File: src/rtl/rsb_pkg.sv
`timescale 1ns / 1ps
// Package for the register scoreboard issue check: types, codes and constants.
// No dependencies; used by rsb_check and register_scoreboard_issue_check.
package rsb_pkg;

  localparam int RegCount = 32;
  localparam int RegIdxW  = 5;
  localparam int ImmW     = 20;
  localparam int InDataW  = 48;
  localparam int OutDataW = 8;

  localparam int BoxFirst = 3;
  localparam int BoxEnd   = 17;
  localparam int TriEnd   = 20;

  localparam logic [ImmW-1:0] ImmBox = ImmW'(1);
  localparam logic [ImmW-1:0] ImmTri = ImmW'(2);

  localparam logic ActIssue     = 1'b0;
  localparam logic ActWriteback = 1'b1;

  localparam logic FileInt   = 1'b0;
  localparam logic FileFloat = 1'b1;

  typedef enum logic [2:0] {
    FMT_R   = 3'd0,
    FMT_R4  = 3'd1,
    FMT_I   = 3'd2,
    FMT_S   = 3'd3,
    FMT_B   = 3'd4,
    FMT_U   = 3'd5,
    FMT_J   = 3'd6,
    FMT_UNK = 3'd7
  } fmt_t;

  typedef logic [RegCount-1:0] valid_vec_t;

  typedef struct packed {
    logic               action;
    fmt_t               format;
    logic               dest_file;
    logic               source_file;
    logic [RegIdxW-1:0] dest_reg;
    logic [RegIdxW-1:0] src_one;
    logic [RegIdxW-1:0] src_two;
    logic [RegIdxW-1:0] src_three;
    logic               is_custom;
    logic [ImmW-1:0]    custom_imm;
  } req_t;

  typedef struct packed {
    logic       issued;
    valid_vec_t int_valid;
    valid_vec_t float_valid;
  } upd_t;

endpackage

File: src/rtl/rsb_check.sv
`timescale 1ns / 1ps
// Operand check and scoreboard next-state logic for one request.
// Depends on rsb_pkg.
module rsb_check (
  input  rsb_pkg::req_t      req,
  input  rsb_pkg::valid_vec_t int_valid,
  input  rsb_pkg::valid_vec_t float_valid,
  output rsb_pkg::upd_t      upd
);
  import rsb_pkg::*;

  valid_vec_t dst_bits;
  valid_vec_t src_bits;
  logic       dst_rd;
  logic       dst_rs2;
  logic       src_rs1;
  logic       src_rs2;
  logic       src_rs3;
  logic       box_ok;
  logic       tri_ok;
  logic       ok;
  logic       writes;
  valid_vec_t rd_mask;

  assign dst_bits = (req.dest_file == FileFloat) ? float_valid : int_valid;
  assign src_bits = (req.source_file == FileFloat) ? float_valid : int_valid;
  assign dst_rd   = dst_bits[req.dest_reg];
  assign dst_rs2  = dst_bits[req.src_two];
  assign src_rs1  = src_bits[req.src_one];
  assign src_rs2  = src_bits[req.src_two];
  assign src_rs3  = src_bits[req.src_three];
  assign box_ok   = &float_valid[BoxEnd-1:BoxFirst];
  assign tri_ok   = &float_valid[TriEnd-1:0];
  assign rd_mask  = valid_vec_t'(1) << req.dest_reg;

  always_comb begin
    ok     = 1'b0;
    writes = 1'b0;
    case (req.format)
      FMT_R: begin
        ok     = dst_rd & src_rs1 & src_rs2;
        writes = 1'b1;
      end
      FMT_R4: begin
        ok     = dst_rd & src_rs1 & src_rs2 & src_rs3;
        writes = 1'b1;
      end
      FMT_I: begin
        ok     = dst_rd & src_rs1;
        writes = 1'b1;
      end
      FMT_S: ok = dst_rs2 & src_rs1;
      FMT_B: ok = src_rs1 & src_rs2;
      FMT_U: begin
        ok = dst_rd;
        if (req.is_custom && req.custom_imm == ImmBox) begin
          ok = dst_rd & box_ok;
        end else if (req.is_custom && req.custom_imm == ImmTri) begin
          ok = dst_rd & tri_ok;
        end
        writes = 1'b1;
      end
      FMT_J: begin
        ok     = dst_rd;
        writes = 1'b1;
      end
      default: ok = 1'b0;
    endcase
  end

  always_comb begin
    upd.issued      = 1'b0;
    upd.int_valid   = int_valid;
    upd.float_valid = float_valid;
    if (req.action == ActWriteback) begin
      if (req.dest_file == FileFloat) begin
        upd.float_valid = float_valid | rd_mask;
      end else begin
        upd.int_valid = int_valid | rd_mask;
      end
    end else begin
      upd.issued = ok;
      if (ok && writes) begin
        if (req.dest_file == FileFloat) begin
          upd.float_valid = float_valid & ~rd_mask;
        end else begin
          upd.int_valid = int_valid & ~rd_mask;
        end
        // integer x0 is never pending
        upd.int_valid[0] = 1'b1;
      end
    end
  end

endmodule

File: src/rtl/register_scoreboard_issue_check.sv
`timescale 1ns / 1ps
// Register scoreboard issue check, top level. Depends on rsb_pkg, rsb_check.
// Result valid in the cycle after acceptance. Throughput: one request per
// cycle unless the output stalls; the scoreboard is read and updated in the
// accepting cycle, so back-to-back requests see each other's effect.
// Reset (rst_n low, synchronous): all integer and float registers valid,
// output register empty.
module register_scoreboard_issue_check (
  input  logic                          clk,
  input  logic                          rst_n,
  input  logic                          in_tvalid,
  output logic                          in_tready,
  // format[2:0], dest_file[3], source_file[4], dest_reg[9:5], src_one[14:10],
  // src_two[19:15], src_three[24:20], is_custom[25], custom_imm[45:26], zeros
  input  logic [rsb_pkg::InDataW-1:0]   in_tdata,
  // action[0]
  input  logic                          in_tuser,
  output logic                          out_tvalid,
  input  logic                          out_tready,
  // issued[0], zeros
  output logic [rsb_pkg::OutDataW-1:0]  out_tdata
);
  import rsb_pkg::*;

  req_t       req;
  upd_t       upd;
  logic       accept;
  valid_vec_t int_valid_r;
  valid_vec_t int_valid_nxt;
  valid_vec_t float_valid_r;
  valid_vec_t float_valid_nxt;
  logic       out_valid_r;
  logic       out_valid_nxt;
  logic       issued_r;
  logic       issued_nxt;

  assign req.action      = in_tuser;
  assign req.format      = fmt_t'(in_tdata[2:0]);
  assign req.dest_file   = in_tdata[3];
  assign req.source_file = in_tdata[4];
  assign req.dest_reg    = in_tdata[9:5];
  assign req.src_one     = in_tdata[14:10];
  assign req.src_two     = in_tdata[19:15];
  assign req.src_three   = in_tdata[24:20];
  assign req.is_custom   = in_tdata[25];
  assign req.custom_imm  = in_tdata[45:26];

  rsb_check u_check (
    .req         (req),
    .int_valid   (int_valid_r),
    .float_valid (float_valid_r),
    .upd         (upd)
  );

  assign in_tready = !out_valid_r || out_tready;
  assign accept    = in_tvalid && in_tready;

  always_comb begin
    int_valid_nxt   = int_valid_r;
    float_valid_nxt = float_valid_r;
    issued_nxt      = issued_r;
    out_valid_nxt   = out_valid_r && !out_tready;
    if (accept) begin
      int_valid_nxt   = upd.int_valid;
      float_valid_nxt = upd.float_valid;
      issued_nxt      = upd.issued;
      out_valid_nxt   = 1'b1;
    end
  end

  always_ff @(posedge clk) begin
    if (!rst_n) begin
      int_valid_r   <= '1;
      float_valid_r <= '1;
      out_valid_r   <= 1'b0;
    end else begin
      int_valid_r   <= int_valid_nxt;
      float_valid_r <= float_valid_nxt;
      out_valid_r   <= out_valid_nxt;
    end
  end

  always_ff @(posedge clk) begin
    issued_r <= issued_nxt;
  end

  assign out_tvalid = out_valid_r;
  assign out_tdata  = {(OutDataW-1)'(0), issued_r};

endmodule

File: config.mk
export PLATFORM = sky130hd
export DESIGN_NAME = register_scoreboard_issue_check
export DESIGN_NICKNAME = d
export VERILOG_FILES = /design/src/rtl/rsb_pkg.sv /design/src/rtl/rsb_check.sv /design/src/rtl/register_scoreboard_issue_check.sv
export SDC_FILE = /design/constraint.sdc
export NUM_CORES = 1
export LEC_CHECK = 0
export ABC_AREA = 1
export ABC_CLOCK_PERIOD_IN_PS = 2900
export BUFFER_PORTS_ARGS = -buffer_cell sky130_fd_sc_hd__buf_2
export CAP_MARGIN = 40
export CORE_AREA = 2 2 100 126
export CTS_BUF_LIST = sky130_fd_sc_hd__clkbuf_8
export DETAILED_ROUTE_END_ITERATION = 8
export DIE_AREA = 0 0 102 128
export PLACE_DENSITY = 0.82
export SYNTH_ARGS = -nofsm -noshare
export SYNTH_HDL_FRONTEND = slang
export SYNTH_HIERARCHICAL = 1
export SYNTH_SLANG_ARGS = --single-unit
File: constraint.sdc
create_clock -name clk -period 2.9 [get_ports clk]
set_input_delay 0.435 -clock clk [delete_from_list [all_inputs] [get_ports clk]]
set_output_delay 0.435 -clock clk [all_outputs]
set_load 0.01 [all_outputs]
==> metrics.md <==
| Metric | Value |
|---|---|
| Tmin final | `about 2.6 ns` |
| CTS resizes | `0` |
| Setup bufs post-CTS | `0` |
| PD cells | `slightly below 400 mW/mm2` |
| Peak VDD IR | `~0.32 mV` |
| Layout cells sized above 1 | `approximately 8.6%` |
| Final Hold Fails | `0` |
| Root Buffer | `clkbuf_8` |
| Routed Antenna Nets | `0` |
| Chip height | `128 um` |
| Post-synth top area cell | `nand3_1` |
| Initial Utilization | `roughly three fifths` |
| Post-Syn Area | `0.00734 mm2` |
| Synth top area share | `between 20% and 30%` |
| FFs w/ async S/R, synth | `0%` |
| Util after Layout | `roughly two thirds` |
| Area post-placement | `around 0.0076 mm2` |
| HP Class | `reg2reg` |
| Worst slew pin tran | `between 0.7 and 0.8 ns` |
| First-pass GRT wire length | `a little over 40,000 um` |
| Worst path required time | `about 3.1 ns` |
| Sink Count | `between 60 and 70` |
| Status | `finished clean` |
| FP Rows | `45` |
| Post-Route WL | `about 26,000 um` |
| I/O pin count | `between 60 and 70` |
| Register area share after synthesis | `between 10% and 20%` |
| Avg Cell Area, Syn | `approximately 5.3 um2` |
| First-pass DRT Iterations | `6` |
| Vias in the first global route | `8,205` |
| LEAKAGE | `roughly 4.4 nW` |
| Synth cell count leaders | `456 x nand2_1, 431 x nand3_1, 123 x inv_1` |
| Clock buffer depth | `2` |
| CTS tree | `built` |
| Number of remaining DRC errors | `0` |
| Most frequent cell after synthesis | `nand2_1` |
| CP arrival | `roughly 2.8 ns` |
| Synthesized instance count | `between 1,000 and 1,500` |
| Area contributors post-synth | `nand3_1 29%, nand2_1 23%, dfxtp_1 18%` |
| Setup ws final | `between 0.2 and 0.3 ns` |
| # diodes | `0` |
| Gpl congestion | `1.00` |
| Tot Pwr | `about 0.0031 W` |
| Worst-path clk slew | `around 0.090 ns` |
| CTS Buf Count | `9` |
| Slew Limit Fails | `0` |
| Hpwl dp | `17,500 um` |
| GRT overflow | `0` |
| Die ar. | `~0.013 mm2` |
| Skew final | `approximately 0.013 ns` |
| Fmax | `around 380 MHz` |
| Cts hold-fix bufs | `0` |
| Via count | `around 9,500` |
| Slew headroom | `around 50%` |
| Synth Flop Type | `dfxtp_1` |
| Initial drt markers | `1,436` |
| Max cap viols | `0` |
| Count of final setup violators | `0` |
| RSZ-0062 raised after global routing | `no` |
| TNS Setup | `0 ns` |
| CP Max Fanout | `21` |
| Largest net degree at the start of global routing | `66` |
| Via-per-instance ratio | `slightly above 6` |
| Initial antenna violation count | `0` |
| Width of the die | `102 um` |
| CP startpoint kind | `register` |
| I/O Buffers | `53` |
| Fin area | `between 0.007 and 0.008 mm2` |
| WL/cell | `roughly 16 um` |
| Worst skew pair latency | `~0.37 ns` |
| Netlist cell types | `32` |
| Worst Path Class, Setup | `reg2reg` |
| Core area | `~0.012 mm2` |
| Critical path endpoint category | `register` |
| Yosys reg bits | `66` |
| Post-synth EDFFs | `1` |
| Layout Nets | `around 1,400` |
| Global Route Usage Sum | `39.1%` |
| Yosys warnings | `6` |
| H-tree lvl count | `3` |
| Area grow syn2layout | `6.56%` |
| Pre-CTS setup slack | `just under 0.08 ns` |
| Final period util | `~90%` |
-- state kept, by name, indices dropped and copies added, names as in the netlist --
register       count
float_valid_r     32
int_valid_r       32
issued_r           1
out_tvalid         1
-- placed cells by master, fill, tap and decap left out, drive strengths merged, types with 4 or more instances in the layout --
cell and n:
inv 127, o21ai 30, a21o 14, clkinv 4, clkbuf 10, nor2 66
o21bai 7, o211ai 11, buf 92, nand3 431, o21a 9, nand2 460
nand4 12, a21oi 22, dfxtp 65, nor3 8, conb 7
-- logic make-up (layout without fill, tap and decap cells) --
group	after synthesis	in the layout	synth area share [%]
buffers and inverters	237	235	15.0
AO/OA/AOI/OAI	97	97	8.15
other	1	7	0.0511
AND/OR/NAND/NOR	982	982	58.7
flip-flops	66	66	18.1
-- critical path, cell delays in order, from the launching register on --
cell	delay, ns
dfxtp_1	0.41
inv_1	0.09
nor3_1	0.26
nand3_1	0.12
nor3_1	0.28
nand2_1	0.12
nand2_1	0.09
nand2_1	0.06
nand2_1	0.05
nand2_1	0.04
nand2_1	0.08
nand2_2	0.08
nand2_4	0.09
buf_4	0.27
nand3_1	0.12
nand2_1	0.08
inv_1	0.04
nand3_1	0.07
nand3_1	0.10
-- per-stage QoR --
step	instances	hold slack, ns
5_1_grt	1551	0.507
2_1_floorplan	1389	0.450
3_3_place_gp	1535	0.466
3_5_place_dp	1535	0.473
6_report	1551	0.490
4_1_cts	1551	0.492
-- where the power goes --
part	total, W	switching (W)	internal, W
combinational	0.00112	0.000724	0.000401
clock	0.000857	0.000434	0.000423
sequential	0.00110	0.000112	0.000985
total	0.00308	0.00127	0.00181
-- worst paths after layout --
check | end | startpoint | slack [ns] | cells past startpoint
hold / removal | float_valid_r[28]$_SDFFE_PN1P_ | float_valid_r[28]$_SDFFE_PN1P_ | 0.49 | 2
setup reg to reg | float_valid_r[16]$_SDFFE_PN1P_ | float_valid_r[11]$_SDFFE_PN1P_ | 0.29 | 18
setup / recovery | float_valid_r[16]$_SDFFE_PN1P_ | float_valid_r[11]$_SDFFE_PN1P_ | 0.29 | 18
hold reg to reg | float_valid_r[28]$_SDFFE_PN1P_ | float_valid_r[28]$_SDFFE_PN1P_ | 0.49 | 2
-- layout make-up --
class / instances / area [um2]
inverter: 127 / 479
multi-input combinational: 1086 / 4930
fill: 1232 / 4110
clock inverter: 6 / 65.1
sequential: 66 / 1330
clock buffer: 10 / 138
tap: 164 / 205
timing repair buffer: 92 / 671
-- layer usage --
metal,GRT usage (%),vias up,part of all wire [%]
met5,0,-,0
met4,16.9,0,4.4
met3,7.25,118,14
met2,59.1,705,43
met1,54.2,4176,38
li1,-,4507,-
No activity file was read; power rests on OpenSTA's default activity.
